[config.mk]
export PLATFORM = sky130hd
export DESIGN_NAME = bvm_reg_file
export DESIGN_NICKNAME = d
export VERILOG_FILES = /design/src/rtl/bvm_pkg.sv /design/src/rtl/bvm_reg_file.sv
export SDC_FILE = /design/constraint.sdc
export NUM_CORES = 1
export LEC_CHECK = 0
export ABC_AREA = 1
export BUFFER_PORTS_ARGS = -buffer_cell sky130_fd_sc_hd__buf_2
export CAP_MARGIN = 25
export CORE_MARGIN = 1.5
export CORE_UTILIZATION = 40
export DETAILED_ROUTE_END_ITERATION = 8
export GPL_ROUTABILITY_DRIVEN = 0
export SKIP_LAST_GASP = 1
export SYNTH_ARGS = -nofsm -noshare
export SYNTH_HDL_FRONTEND = slang
export SYNTH_SLANG_ARGS = --single-unit
[constraint.sdc]
create_clock -name clk -period 3.05 [get_ports clk]
set_input_delay 0.4575 -clock clk [delete_from_list [all_inputs] [get_ports clk]]
set_output_delay 0.4575 -clock clk [all_outputs]
set_load 0.005 [all_outputs]
[src/rtl/bvm_pkg.sv]
// bvm_pkg: shared constants, codes and types of the bytecode machine core
// used by every module of the core and by the port checker; no dependencies
`default_nettype none

package bvm_pkg;

    localparam int CODE_DEPTH = 1024;
    localparam int CODE_AW    = $clog2(CODE_DEPTH);
    localparam int REG_COUNT  = 16;
    localparam int REG_AW     = $clog2(REG_COUNT);
    localparam int WORD_W     = 32;
    localparam int BYTE_W     = 8;
    localparam int ITEM_AW    = 10;
    localparam int NEXT_AW    = 10;

    // request kinds on the input stream
    localparam logic [1:0] ITEM_WRITE = 2'd0;
    localparam logic [1:0] ITEM_STEP  = 2'd1;
    localparam logic [1:0] ITEM_START = 2'd2;

    // instruction opcodes
    localparam logic [BYTE_W-1:0] OP_HALT = 8'd0;
    localparam logic [BYTE_W-1:0] OP_NOP  = 8'd1;
    localparam logic [BYTE_W-1:0] OP_TRAP = 8'd2;
    localparam logic [BYTE_W-1:0] OP_ADD  = 8'd3;
    localparam logic [BYTE_W-1:0] OP_SUB  = 8'd4;
    localparam logic [BYTE_W-1:0] OP_LDA  = 8'd9;
    localparam logic [BYTE_W-1:0] OP_BNZ  = 8'd12;

    localparam logic [REG_AW-1:0] TRAP_REG = REG_AW'(15);

    typedef logic [CODE_AW-1:0] code_addr_t;
    typedef logic [REG_AW-1:0]  reg_addr_t;
    typedef logic [WORD_W-1:0]  word_t;
    typedef logic [NEXT_AW-1:0] next_addr_t;

    typedef struct packed {
        logic              en;
        logic              we;
        code_addr_t        addr;
        logic [BYTE_W-1:0] wdata;
    } code_req_t;

    typedef struct packed {
        logic      clear;
        logic      rd_en;
        reg_addr_t rd_addr;
        logic      wr_en;
        reg_addr_t wr_addr;
        word_t     wr_data;
    } reg_req_t;

    typedef struct packed {
        logic              trap_valid;
        logic [BYTE_W-1:0] trap_char;
        logic              halted;
        logic              bad_opcode;
        logic              zero_flag;
        next_addr_t        next_addr;
    } vm_result_t;

endpackage

`default_nettype wire

[src/rtl/bvm_reg_file.sv]
// bvm_reg_file: sixteen 32-bit registers in a synchronous memory, one read
// and one write port, valid bits make cleared entries read as zero; uses bvm_pkg
`default_nettype none

module bvm_reg_file (
    input  wire logic               clk,
    input  wire logic               rst_n,
    input  wire bvm_pkg::reg_req_t  req,
    output bvm_pkg::word_t          rdata
);

    bvm_pkg::word_t mem [bvm_pkg::REG_COUNT];
    logic [bvm_pkg::REG_COUNT-1:0] valid_reg;
    bvm_pkg::word_t rdata_reg;

    always_ff @(posedge clk or negedge rst_n)
    begin
        if (!rst_n)
        begin
            valid_reg <= '0;
        end
        else if (req.clear)
        begin
            valid_reg <= '0;
        end
        else if (req.wr_en)
        begin
            valid_reg[req.wr_addr] <= 1'b1;
        end
    end

    always_ff @(posedge clk)
    begin
        if (req.wr_en)
        begin
            mem[req.wr_addr] <= req.wr_data;
        end
        if (req.rd_en)
        begin
            rdata_reg <= valid_reg[req.rd_addr] ? mem[req.rd_addr] : '0;
        end
    end

    assign rdata = rdata_reg;

endmodule

`default_nettype wire

---- Word-level counts from Yosys, hierarchy flattened ----
Memory sizes are Yosys's and may differ from the RTL's. A register that Yosys moved wholly into a read port is not among the register bits.
Cells that the tools add are included.
storage, ports and cells
  memories kept ........................... 1
  bits of input ports ..................... 45
  word-level logic and storage cells ...... 17
  register bits ........................... 16
  bits in writable memories ............... 512
memories
  memory  depth  bits a word  rd ports  clocked after memory_dff  write ports  RTL line            source
  mem     16     32           1         1                         1            bvm_reg_file.sv:12  bvm_pkg::word_t mem [bvm_pkg::REG_COUNT];
operators by class
  bitwise gates (word level) .............. 1
  muxes and demuxes ....................... 8
  reduce and logical (&&, ||, !) cells .... 3
  $lt $le $gt $ge ......................... 3
operators with widths
  cell                count
  $mux 16             2
  $or 16x16->16       1
  $lt 4x5->1 const B  2
  $bmux 1 s4          1
  $demux 1 s4         1
  $ge 4x1->1 const B  1
  $mux 1              4
  $reduce_bool 2->1   1
  $logic_and 1x1->1   1
  $logic_not 1->1     1

---- Logic depth before layout (Yosys ltp) ----
  depth after elaboration ................. 7
  mapped depth ............................ 12
  gate-level depth less buffers ........... 9

---- Worst setup path before layout ----
Ideal clock, no wire load.
  path kind ............................... input port to flip-flop
  from .................................... in req[35] (netlist bit)
  to ...................................... mem mem[12][0] (netlist bit), enable pin
  arrival ................................. 2.147 ns
  slack ................................... 0.481 ns
  library setup time ...................... 0.422 ns
  buffers on the path ..................... 0
  stages .................................. 4
  cells stage by stage .................... inv_1 > nor3_1 > inv_1 > nor2_1
RTL lines
  what             RTL line            source
  start, declared  bvm_reg_file.sv:8   input wire bvm_pkg::reg_req_t req,
  end, declared    bvm_reg_file.sv:12
Straight into the memory's write port.

---- Worst setup path in the final report ----
  from .................................... reg valid_reg[5] (netlist bit)
  to ...................................... reg rdata_reg[26], in the netlist rdata[26] (read register of mem) (data pin)
between the ends
  cells in the longest elaborated chain, start to end .. 3
ends and longest elaborated chain
  what                              RTL line            source
  start, declared                   bvm_reg_file.sv:13  logic [bvm_pkg::REG_COUNT-1:0] valid_reg;
  start signal, assigned            bvm_reg_file.sv:20  valid_reg <= '0;
  start signal, assigned            bvm_reg_file.sv:24  valid_reg <= '0;
  start signal, assigned by index   bvm_reg_file.sv:28  valid_reg[req.wr_addr] <= 1'b1;
  $bmux 1 s4                        bvm_reg_file.sv:40  rdata_reg <= valid_reg[req.rd_addr] ? mem[req.rd_addr] : '0;
  $mux 1 (not written as such)      bvm_reg_file.sv:40
  $logic_not 1->1 (no source line)  --
  end, declared                     bvm_reg_file.sv:14  bvm_pkg::word_t rdata_reg;
Every way passes these cells. The select of a mux whose other input is x is not followed.
A chain may end at the register's enable or synchronous reset.

==> impl_metrics.toml <==
[detailed_routing]
dr.pass1.iters = 7
num_vias = 15700
dr_wl_met3_um = 4000
top_layer = "met5"
wirelength_met1_um = 25800
drt_iter0_markers = 1427
drc = 8
antenna_left = 0
wl_met2_um = 27400
finalWirelength_um = 58200
wire_per_inst_um = 18.3
viasPerCell = 4.94

[floorplan]
fp-row-count = 89
io_pins = 77
fp.dieH_um = 248
die_w_um = 248
initial_core_util = 0.406
dieArea_um2 = 61600
core-area_um2 = 59200

[grt]
grt_pass1_wl_um = 89900
grt_pass1_vias = 15300
gr-total-overflow = 0
track_usage = 0.193
grt_max_degree = 155
antenna_found_initial = 3

[clock_tree]
cts_buffer_depth = 3
cts_tree = "built"
cts_made_buffers = 59
clkSlewWorstSetupHoldPaths_ps = 60
clock-root-buffer = "clkbuf_16"
htree_levels = 2
clock_latency_ps = 620
cts_sinks = 560
post_cts_buffers = 0

[place]
post-place-ws_ps = 624
place_inst = 3065
portBuffers = 76
post-dp-hpwl_um = 29600

[synth]
synth_top_area_cell = "edfxtp_1"
synth-async-reset-ratio = 0.0286
yosys-top-cells-count = "nand2_1 (728), edfxtp_1 (544), inv_1 (445)"
synth_ff_type = "edfxtp_1"
ys_ff_latch = 560
synth_area_um2 = 24000
synth_edf_count = 544
synth.most_common_cell = "nand2_1"
ys_top_cells_by_area = "edfxtp_1 (68%), nand2_1 (11%), nand3_1 (8.3%), inv_1 (6.9%), dfrtp_1 (1.7%)"
synth_fp_nets = 2336
yosysWarnings = 0
synth_top_area_share = 0.679
seq_area_frac_synth = 0.696
syn-instance-count = 2291
syn_area_per_cell_um2 = 10.5
ys_types = 17

[power]
p_total_mw = 16.4
power.density_nw_per_um2 = 608
vdd_drop_max_v = 0.000441
power.leakage_nw = 11.7

[timing]
slew_viol_final = 0
clock-skew-final_ps = 9.90
hold_viol_final = 0
slew_headroom = 0.303
finalSetupViolCount = 0
tightest_slew_ps = 1040
max_freq_mhz = 520
rsz0062_at_grt = "no"
setup-tns-final_ps = 0
period_minus_slack_ps = 1920
fin_crit_sh = 0.631
fin_ws_ps = 1130

[status]
outcome = "finished with violations"
violations = "design-rule violations"

[setup_path]
crit_fanout = 18
crit_required_ps = 3420
critPathKind = "reg2reg"
endpoint_kind = "flip-flop"
cp-start-kind = "flip-flop"
cp.arrival_ps = 2300

[cells_and_area]
drive_gt1_frac = 0.0879
nets = 2399
area_growth_pct = 12.4
largest_reg_flops = 512
fill_cells = 5470
finalNonFillerCells = 3174

[hold_path]
hold_class = "in2reg"

[run]
drv_cap = 0
## cell families (layout without fill, tap and decap cells)
| group | Yosys count | count (layout) | share of synthesized area |
|---|---|---|---|
| DFF | 560 | 560 | 0.696 |
| and+or+nand+nor | 1164 | 1164 | 0.203 |
| other | 0 | 1 | 0 |
| AOI/OAI and AO/OA | 7 | 7 | 0.00146 |
| buffers and inverters | 560 | 669 | 0.100 |
## metal layers
metal,GRT usage,up-vias
li1,-,7461
met4,0.0498,2
met3,0.0320,85
met5,0,-
met1,0.271,7631
met2,0.311,493
## layout make-up
class,count,area (um^2),share of cell area
tap,773,967,0.0358
timing repair buffer,115,837,0.0310
inverter,447,1690,0.0625
clock inverter,34,245,0.00908
multi-input combinational,1171,5000,0.185
clock buffer,73,1550,0.0574
sequential,560,16700,0.619
antenna,1,2.50,0.0000926
## worst max-delay path, cell delays in order (launching register included)
cell and delay [ps]:
dfrtp_1 380, inv_1 70, nand2_1 50, nand3_1 90
nand3_1 80, nand3_1 120, nand2_2 320, buf_4 390
nand2_1 120, inv_1 40
## what timing repair did
item,CTS,global route
hold buffers,1,0
gates resized for setup,0,0
hold endpoints to repair,16,0
## cell usage in the layout (no fill, tap or decap)
master / synthesis / final
clkbuf_16: 0 / 60
clkinv_8: 0 / 1
clkbuf_8: 0 / 1
o21ai_1: 1 / 1
nor2_4: 0 / 12
clkbuf_1: 7 / 13
buf_12: 0 / 12
inv_1: 445 / 439
nor2_1: 36 / 24
buf_2: 54 / 74
a21oi_1: 6 / 6
clkinv_1: 0 / 18
bufinv_16: 0 / 3
inv_4: 0 / 1
inv_6: 1 / 1
clkinv_2: 0 / 9
inv_8: 0 / 1
buf_4: 24 / 27
nand3_1: 397 / 397
dfrtp_1: 16 / 16
clkinv_4: 0 / 2
edfxtp_1: 544 / 544
nor3_1: 2 / 2
nand2_1: 728 / 728
dlygate4sd3_1: 0 / 1
diode_2: 0 / 1
nand2_2: 1 / 1
inv_2: 1 / 6
## power by group
group | total, mW | switching [mW] | internal, mW
sequential | 8.68 | 0.0479 | 8.63
combinational | 1.03 | 0.742 | 0.283
clock | 6.73 | 2.90 | 3.83
## final timing paths
path                       depth (start not counted)         start            to  slack, ps
max                                                9  valid_reg[5]     rdata[26]       1130
min in group asynchronous                          2         rst_n  valid_reg[0]        290
min                                                4       req[33]  valid_reg[8]        200
min reg2reg                                        2  valid_reg[2]  valid_reg[2]        500
max reg2reg                                        9  valid_reg[5]     rdata[26]       1130
max in group asynchronous                          2         rst_n  valid_reg[8]       2480
## per-stage QoR
step,hold slack (ps),util,cell area (um^2)
finish,205,0.456,27000
global route,211,0.456,27000
CTS,180,0.456,27000
detailed placement,394,0.426,25200
global placement,389,0.426,25200
floorplan,162,-,24000
Power figures use the tool's default switching activity.
