==> src/rtl/bvm_pkg.sv <==
// bvm_pkg: shared constants, codes and types of the bytecode machine core
// used by every module of the core and by the port checker; no dependencies
`default_nettype none

package bvm_pkg;

    localparam int CODE_DEPTH = 1024;
    localparam int CODE_AW    = $clog2(CODE_DEPTH);
    localparam int REG_COUNT  = 16;
    localparam int REG_AW     = $clog2(REG_COUNT);
    localparam int WORD_W     = 32;
    localparam int BYTE_W     = 8;
    localparam int ITEM_AW    = 10;
    localparam int NEXT_AW    = 10;

    // request kinds on the input stream
    localparam logic [1:0] ITEM_WRITE = 2'd0;
    localparam logic [1:0] ITEM_STEP  = 2'd1;
    localparam logic [1:0] ITEM_START = 2'd2;

    // instruction opcodes
    localparam logic [BYTE_W-1:0] OP_HALT = 8'd0;
    localparam logic [BYTE_W-1:0] OP_NOP  = 8'd1;
    localparam logic [BYTE_W-1:0] OP_TRAP = 8'd2;
    localparam logic [BYTE_W-1:0] OP_ADD  = 8'd3;
    localparam logic [BYTE_W-1:0] OP_SUB  = 8'd4;
    localparam logic [BYTE_W-1:0] OP_LDA  = 8'd9;
    localparam logic [BYTE_W-1:0] OP_BNZ  = 8'd12;

    localparam logic [REG_AW-1:0] TRAP_REG = REG_AW'(15);

    typedef logic [CODE_AW-1:0] code_addr_t;
    typedef logic [REG_AW-1:0]  reg_addr_t;
    typedef logic [WORD_W-1:0]  word_t;
    typedef logic [NEXT_AW-1:0] next_addr_t;

    typedef struct packed {
        logic              en;
        logic              we;
        code_addr_t        addr;
        logic [BYTE_W-1:0] wdata;
    } code_req_t;

    typedef struct packed {
        logic      clear;
        logic      rd_en;
        reg_addr_t rd_addr;
        logic      wr_en;
        reg_addr_t wr_addr;
        word_t     wr_data;
    } reg_req_t;

    typedef struct packed {
        logic              trap_valid;
        logic [BYTE_W-1:0] trap_char;
        logic              halted;
        logic              bad_opcode;
        logic              zero_flag;
        next_addr_t        next_addr;
    } vm_result_t;

endpackage

`default_nettype wire

==> src/rtl/bvm_seq.sv <==
// bvm_seq: instruction sequencer, fetches code bytes, drives the register
// file, holds pointer, flags and the result register; uses bvm_pkg
`default_nettype none

module bvm_seq (
    input  wire logic                          clk,
    input  wire logic                          rst_n,
    input  wire logic                          in_valid,
    output logic                               in_ready,
    input  wire logic [1:0]                    in_opcode,
    input  wire logic [bvm_pkg::ITEM_AW-1:0]   in_code_addr,
    input  wire logic [bvm_pkg::BYTE_W-1:0]    in_code_byte,
    output bvm_pkg::code_req_t                 code_req,
    input  wire logic [bvm_pkg::BYTE_W-1:0]    code_rdata,
    output bvm_pkg::reg_req_t                  reg_req,
    input  wire bvm_pkg::word_t                reg_rdata,
    output logic                               out_valid,
    input  wire logic                          out_ready,
    output bvm_pkg::vm_result_t                out_result
);

    typedef enum logic [2:0] {
        S_IDLE,
        S_OP,
        S_IMM,
        S_RX,
        S_RY,
        S_EXEC,
        S_TRAP,
        S_DONE
    } state_t;

    state_t                      state_reg, state_next;
    bvm_pkg::code_addr_t         ip_reg, ip_next;
    logic                        zero_reg, zero_next;
    logic                        halt_reg, halt_next;
    logic                        trap_reg, trap_next;
    logic [bvm_pkg::BYTE_W-1:0]  tchar_reg, tchar_next;
    logic                        bad_reg, bad_next;
    logic [bvm_pkg::BYTE_W-1:0]  opc_reg, opc_next;
    bvm_pkg::word_t              imm_reg, imm_next;
    bvm_pkg::word_t              a_reg, a_next;
    bvm_pkg::reg_addr_t          y_reg, y_next;
    logic [1:0]                  cnt_reg, cnt_next;
    logic                        out_valid_reg, out_valid_next;
    bvm_pkg::vm_result_t         out_res_reg, out_res_next;

    bvm_pkg::word_t              imm_word;
    bvm_pkg::word_t              alu_b;
    bvm_pkg::word_t              alu_res;

    assign in_ready   = (state_reg == S_IDLE);
    assign out_valid  = out_valid_reg;
    assign out_result = out_res_reg;

    assign imm_word = {code_rdata, imm_reg[bvm_pkg::WORD_W-1:bvm_pkg::BYTE_W]};
    assign alu_b    = (opc_reg == bvm_pkg::OP_LDA) ? imm_reg : reg_rdata;
    assign alu_res  = (opc_reg == bvm_pkg::OP_SUB) ? a_reg - alu_b : a_reg + alu_b;

    always_comb
    begin
        state_next     = state_reg;
        ip_next        = ip_reg;
        zero_next      = zero_reg;
        halt_next      = halt_reg;
        trap_next      = trap_reg;
        tchar_next     = tchar_reg;
        bad_next       = bad_reg;
        opc_next       = opc_reg;
        imm_next       = imm_reg;
        a_next         = a_reg;
        y_next         = y_reg;
        cnt_next       = cnt_reg;
        out_valid_next = out_valid_reg && !out_ready;
        out_res_next   = out_res_reg;
        code_req       = '0;
        reg_req        = '0;

        case (state_reg)
            S_IDLE:
            begin
                if (in_valid)
                begin
                    trap_next  = 1'b0;
                    tchar_next = '0;
                    bad_next   = 1'b0;
                    state_next = S_DONE;
                    case (in_opcode)
                        bvm_pkg::ITEM_WRITE:
                        begin
                            code_req.en    = 1'b1;
                            code_req.we    = 1'b1;
                            code_req.addr  = bvm_pkg::code_addr_t'(in_code_addr);
                            code_req.wdata = in_code_byte;
                        end
                        bvm_pkg::ITEM_START:
                        begin
                            reg_req.clear = 1'b1;
                            ip_next       = '0;
                            zero_next     = 1'b0;
                            halt_next     = 1'b0;
                        end
                        bvm_pkg::ITEM_STEP:
                        begin
                            if (!halt_reg)
                            begin
                                code_req.en   = 1'b1;
                                code_req.addr = ip_reg;
                                ip_next       = ip_reg + bvm_pkg::code_addr_t'(1);
                                state_next    = S_OP;
                            end
                        end
                        default:
                        begin
                            state_next = S_DONE;
                        end
                    endcase
                end
            end

            S_OP:
            begin
                opc_next   = code_rdata;
                cnt_next   = '0;
                state_next = S_DONE;
                case (code_rdata)
                    bvm_pkg::OP_HALT:
                    begin
                        halt_next = 1'b1;
                    end
                    bvm_pkg::OP_NOP:
                    begin
                        state_next = S_DONE;
                    end
                    bvm_pkg::OP_TRAP:
                    begin
                        reg_req.rd_en   = 1'b1;
                        reg_req.rd_addr = bvm_pkg::TRAP_REG;
                        state_next      = S_TRAP;
                    end
                    bvm_pkg::OP_ADD, bvm_pkg::OP_SUB:
                    begin
                        code_req.en   = 1'b1;
                        code_req.addr = ip_reg;
                        ip_next       = ip_reg + bvm_pkg::code_addr_t'(1);
                        state_next    = S_RX;
                    end
                    bvm_pkg::OP_LDA, bvm_pkg::OP_BNZ:
                    begin
                        code_req.en   = 1'b1;
                        code_req.addr = ip_reg;
                        ip_next       = ip_reg + bvm_pkg::code_addr_t'(1);
                        state_next    = S_IMM;
                    end
                    default:
                    begin
                        bad_next = 1'b1;
                    end
                endcase
            end

            S_IMM:
            begin
                imm_next = imm_word;
                cnt_next = cnt_reg + 2'd1;
                if (cnt_reg != 2'd3)
                begin
                    code_req.en   = 1'b1;
                    code_req.addr = ip_reg;
                    ip_next       = ip_reg + bvm_pkg::code_addr_t'(1);
                end
                else if (opc_reg == bvm_pkg::OP_BNZ)
                begin
                    if (!zero_reg)
                    begin
                        ip_next = bvm_pkg::code_addr_t'(imm_word);
                    end
                    state_next = S_DONE;
                end
                else
                begin
                    code_req.en   = 1'b1;
                    code_req.addr = ip_reg;
                    ip_next       = ip_reg + bvm_pkg::code_addr_t'(1);
                    state_next    = S_RX;
                end
            end

            S_RX:
            begin
                reg_req.rd_en   = 1'b1;
                reg_req.rd_addr = code_rdata[bvm_pkg::REG_AW-1:0];
                code_req.en     = 1'b1;
                code_req.addr   = ip_reg;
                ip_next         = ip_reg + bvm_pkg::code_addr_t'(1);
                state_next      = S_RY;
            end

            S_RY:
            begin
                a_next          = reg_rdata;
                y_next          = code_rdata[bvm_pkg::REG_AW-1:0];
                reg_req.rd_en   = 1'b1;
                reg_req.rd_addr = code_rdata[bvm_pkg::REG_AW-1:0];
                state_next      = S_EXEC;
            end

            S_EXEC:
            begin
                reg_req.wr_en   = 1'b1;
                reg_req.wr_addr = y_reg;
                reg_req.wr_data = alu_res;
                zero_next       = (alu_res == '0);
                state_next      = S_DONE;
            end

            S_TRAP:
            begin
                trap_next  = 1'b1;
                tchar_next = reg_rdata[bvm_pkg::BYTE_W-1:0];
                state_next = S_DONE;
            end

            S_DONE:
            begin
                if (!out_valid_reg || out_ready)
                begin
                    out_valid_next          = 1'b1;
                    out_res_next.trap_valid = trap_reg;
                    out_res_next.trap_char  = tchar_reg;
                    out_res_next.halted     = halt_reg;
                    out_res_next.bad_opcode = bad_reg;
                    out_res_next.zero_flag  = zero_reg;
                    out_res_next.next_addr  = bvm_pkg::next_addr_t'(ip_reg);
                    state_next              = S_IDLE;
                end
            end

            default:
            begin
                state_next = S_IDLE;
            end
        endcase
    end

    always_ff @(posedge clk or negedge rst_n)
    begin
        if (!rst_n)
        begin
            state_reg     <= S_IDLE;
            ip_reg        <= '0;
            zero_reg      <= 1'b0;
            halt_reg      <= 1'b0;
            trap_reg      <= 1'b0;
            bad_reg       <= 1'b0;
            cnt_reg       <= '0;
            out_valid_reg <= 1'b0;
        end
        else
        begin
            state_reg     <= state_next;
            ip_reg        <= ip_next;
            zero_reg      <= zero_next;
            halt_reg      <= halt_next;
            trap_reg      <= trap_next;
            bad_reg       <= bad_next;
            cnt_reg       <= cnt_next;
            out_valid_reg <= out_valid_next;
        end
    end

    always_ff @(posedge clk)
    begin
        tchar_reg   <= tchar_next;
        opc_reg     <= opc_next;
        imm_reg     <= imm_next;
        a_reg       <= a_next;
        y_reg       <= y_next;
        out_res_reg <= out_res_next;
    end

endmodule

`default_nettype wire

==> config.mk <==
export PLATFORM = sky130hd
export DESIGN_NAME = bvm_seq
export DESIGN_NICKNAME = d
export VERILOG_FILES = /design/src/rtl/bvm_pkg.sv /design/src/rtl/bvm_seq.sv
export SDC_FILE = /design/constraint.sdc
export NUM_CORES = 1
export LEC_CHECK = 0
export ABC_CLOCK_PERIOD_IN_PS = 11300
export BUFFER_PORTS_ARGS = -buffer_cell sky130_fd_sc_hd__buf_2
export CORE_MARGIN = 1
export CORE_UTILIZATION = 60
export CTS_BUF_LIST = sky130_fd_sc_hd__clkbuf_8
export DETAILED_ROUTE_END_ITERATION = 7
export GPL_TIMING_DRIVEN = 0
export PLACE_DENSITY = 0.94
export RECOVER_POWER = 50
export SLEW_MARGIN = 20
export SYNTH_ARGS = -nofsm -noshare
export SYNTH_HDL_FRONTEND = slang
export SYNTH_SLANG_ARGS = --single-unit
==> constraint.sdc <==
create_clock -name clk -period 11.3 [get_ports clk]
set_input_delay 2.26 -clock clk [delete_from_list [all_inputs] [get_ports clk]]
set_output_delay 2.26 -clock clk [all_outputs]
set_load 0.01 [all_outputs]
### After elaboration in Yosys (flattened, before gate mapping)

Cells that the tools add are included.

| storage, ports and cells | value |
|---|---|
| word-level logic and storage cells | 133 |
| output and inout port bits | 87 |
| register bits after elaboration | 126 |

| cells by class | value |
|---|---|
| reductions and logical operators | 26 |
| equal/unequal tests | 29 |
| add/sub/neg operators | 4 |
| multiplexer cells | 55 |

Operator list:

| cell | number |
|---|---|
| 2-to-1 mux 10 bit | 10 |
| case mux 10 bit (4 select lines) | 2 |
| 2-to-1 mux 32 bit | 2 |
| case mux 10 bit (2 select lines) | 2 |
| 2-to-1 mux 37 bit | 1 |
| adder 32 bit | 1 |
| equality test 8 x 4 -> 1 bit, second input constant | 4 |
| zero test 32 bit | 1 |
| subtractor 32 bit | 1 |
| 2-to-1 mux 8 bit | 3 |
| case mux 3 bit (7 select lines) | 1 |
| 2-to-1 mux 20 bit | 1 |
| 2-to-1 mux 3 bit | 6 |
| equality test 8 x 2 -> 1 bit, second input constant | 2 |
| equality test 8 x 3 -> 1 bit, second input constant | 2 |
| 2-to-1 mux 1 bit | 16 |
| case mux 8 bit (2 select lines) | 1 |
| equality test 3 bit, second input constant | 4 |
| inequality test 2 bit, second input constant | 6 |
| adder 10 x 1 -> 10 bit, second input constant | 1 |
| case mux 1 bit (2 select lines) | 5 |
| case mux 5 bit (2 select lines) | 1 |
| case mux 3 bit (3 select lines) | 1 |
| AND reduction 3 bit | 3 |
| 27 further kinds | 37 |

### Depth between registers and ports, before layout

| depth | value |
|---|---|
| depth after elaboration | 6 |
| gate-level depth with buffers | 22 |

### Least setup slack after synthesis

OpenSTA, ideal clock, no wires.

| timing path | value |
|---|---|
| kind | in2out |
| start point | input reg_rdata[2] |
| end point | output reg_req[31] in the netlist's numbering |
| path buffers | 0 |
| path slack | 2659 ps |
| arrival time | 6381 ps |
| required time | 9040 ps |
| stages | 18 |
| cell sequence | or3_4 -> nor4_4 -> or4b_4 -> a21oi_4 -> o21a_4 -> nor2b_1 -> nor2_1 -> xor2_1 -> ha_1 -> and4_1 -> and4_1 -> a32o_1 -> or4_4 -> o311a_1 -> o2111ai_2 -> a31oi_1 -> xnor2_1 -> and2_1 |

RTL lines:

| element | line | source |
|---|---|---|
| start, declared | bvm_seq.sv:16 | `input wire bvm_pkg::word_t reg_rdata,` |
| end, declared | bvm_seq.sv:15 | `output bvm_pkg::reg_req_t reg_req,` |

==> reports/qor.yml <==
dp.cells: 1133
hp-start: "tchar_reg[3]"
cts_resized: 0
synth_most_common_cell: "edfxtp_1"
finalNonFillerCells: 1165
relSlewSlack: -0.121
cp.arrival_ns: 7.18
tns_ns: 0
cts.path.max_buffers: 2
portBuffers: 150
power_leakage_nw: 3.84
post_cts_buffers: 0
vias: 7337
timing.rr.end: "zero_reg"
r2r_cells: 20
grt_usage: 0.313
cts-root-buf: "clkbuf_8"
viasPerCell: 6.30
drt_iter0_markers: 893
ant_nets: 0
syn_nets: 904
finalSetupViolCount: 0
totalPowerFinal_mw: 1.77
synthToLayoutAreaGrowth_pct: 16.1
path_clk_slew_ns: 0.07
globalplace.congestion: 0.939
final_nets: 1074
grt_util_met3: 0.0594
synth_seq_cells: 126
fp.dieArea_um2: 14000
synth_top_cell_by_area: "edfxtp_1"
rsz0062_at_grt: "false"
ys.flop_type: "edfxtp_1"
yosys.cell_types.count: 73
cts-buffers-inserted: 17
grt_use_met2: 0.499
syn_area_um2: 8100
wire_per_inst_um: 18.5
die_w_um: 118
violations: "max-capacitance violations, max-slew violations"
synth_edf_count: 106
syn_avg_cell_area_um2: 10.0
core_area_um2: 13200
tightest_slew_ns: 1.68
r2r_setup_slack_ns: 4.45
drt-total-wl_um: 21600
hpwl_um: 15900
reg2reg_from: "opc_reg[5]"
overflow: 0
dieHeight_um: 118
start_util: 0.614
worst_path_max_delay_cell: "or4b_4"
antenna_found_initial: 0
drive_above_1_share: 0.178
finClkSkew_ns: 0.0109
period_needed_ns: 9.44
cp-startpoint: "reg_rdata[2]"
grt_pass1_wl_um: 33900
n_antenna_cell: 0
synth_common_cells: "edfxtp_1 (106), nor2_1 (78), nand2_1 (57)"
maxSlewViolCount: 29
max_freq_mhz: 106
max-vdd-ir-drop_v: 0.000132
yosysTopAreaCellShare: 0.393
drt_first_pass_iters: 7
hold_violations: 0
outcome: "finished, violations left"
hp-class: "flip-flop to flip-flop"
ys_top_cells_by_area: "edfxtp_1 (39%), dfrtp_1 (6.2%), ha_1 (5.1%)"
pre_cts_ws_ns: 1.95
crit_family: "simple AND/OR/NAND/NOR gates"
ios: 151
grt_max_degree: 33
cp_max_fo: 5
critPathMostFrequentCell: "and4_1"
htreeDepth: 4
async_reset_ff_frac: 0.159
power-per-cell-area_nw_per_um2: 189
fin_crit_sh: 0.836
holdBufCountCts: 0
row_count: 42
cp-start-kind: "input pin"
grt_busiest_layer: "met2"
clkLatencyLatePin_ns: 0.46
holdPathStages: 0
hold_end: "out_result[16]"
path_buf_inv: 2
syn_inst: 806
ys_seq_area_frac: 0.455
maxCapViolCount: 1
route.detailed.drc: 0
layout_setup_ws_ns: 1.86
final_util: 0.713
numClockSinks: 126
max_stage_delay_ns: 0.53
cp-end-kind: "primary output"
crit_chain: "clkbuf_1, or3_4, nor4_4, or4b_4, a21oi_4, o21a_4, nor2b_1, nor2_1, xor2_1, ha_1, and4_1, and4_1, a32o_1, or4_4, o311a_1, o2111ai_2, a31oi_1, xnor2_1, and2_1, buf_2"
path_class: "input pin to primary output"
cts_tree: "done"
worstPathRequired_ns: 9.04
grtUsageMet1: 0.404
grt_pass1_vias: 6811
ys.warnings.count: 0
report_power, final:
| group | internal, mW | leakage [nW] | total, mW | switching [mW] |
|---|---|---|---|---|
| Combinational | 0.251 | 2.43 | 0.696 | 0.445 |
| Clock | 0.172 | 0.175 | 0.357 | 0.185 |
| Sequential | 0.654 | 1.24 | 0.720 | 0.0656 |
| Total | 1.08 | 3.84 | 1.77 | 0.696 |
cells by family after synthesis:
| logic type | synth area share |
|---|---|
| compound gates | 0.161 |
| xor+xnor | 0.0637 |
| flops | 0.455 |
| fa+ha+maj | 0.0535 |
| simple gates | 0.209 |
| mux | 0.0360 |
| buf+inv | 0.0221 |
worst reg2reg max path, delay by kind of cell, from the launching register on:
kind	cells	cell delay (ns)
buf+inv	4	2.09
flops	1	0.38
compound gates	5	1.17
mux	1	0.31
fa+ha+maj	1	0.35
xor+xnor	2	0.35
simple gates	7	2.14
final cells by class:
class                   count  area [um2]
plain buffers              26         108
clock buffers              17         234
clock inverters            15         124
fillers                   935        3790
inverters                  19        71.3
multi-input cells         635        4240
flip-flops and latches    126        3680
well taps                 176         220
repair buffers            151         718
cell usage in the layout (no fill, tap or decap), types with 4 or more instances in the layout:
cell type     n
buf_2       123
o211ai_1      6
a21oi_1      53
nor2b_1      11
o21a_1       11
clkinvlp_4    5
and3_1       15
nand3_1      10
buf_1         5
mux2i_1      28
o22ai_1       4
clkbuf_8     17
or3_1        18
o21ai_0      54
a21o_1       11
edfxtp_1    106
o41ai_1       4
a22o_1       10
nor2_1       78
nand4_1       7
clkbuf_1     48
inv_1        20
ha_1         33
and2_1       26
dfrtp_1      20
nor3b_1       6
o31ai_1       6
xnor2_1      21
xor2_1       36
nor4_1       13
nand2_1      57
nor3_1       29
a31oi_1       4
nand2b_1     13
or4_1         6
worst max path at each step:
stage	endpoint	slack (ns)	depth (start not counted)
after floorplan	reg_req[31]	2.66	18
after global placement	reg_req[31]	1.97	20
final	reg_req[31]	1.86	20
after detailed placement	reg_req[31]	1.95	20
after CTS	reg_req[31]	1.93	20
after global routing	reg_req[29]	1.63	21
layer usage:
metal,share of wire,wire [um]
met4,0.042,896
met2,0.48,10300
met3,0.088,1900
met5,0,0
met1,0.39,8410
metrics by stage:
stage               cell area, um2  hold WS (ns)
global route                  9400         0.422
global placement              9070         0.402
floorplan                     8100         0.400
detailed placement            9090         0.405
CTS                           9450         0.417
finish                        9400         0.419
Note: power is estimated with default switching activity, not from simulation.
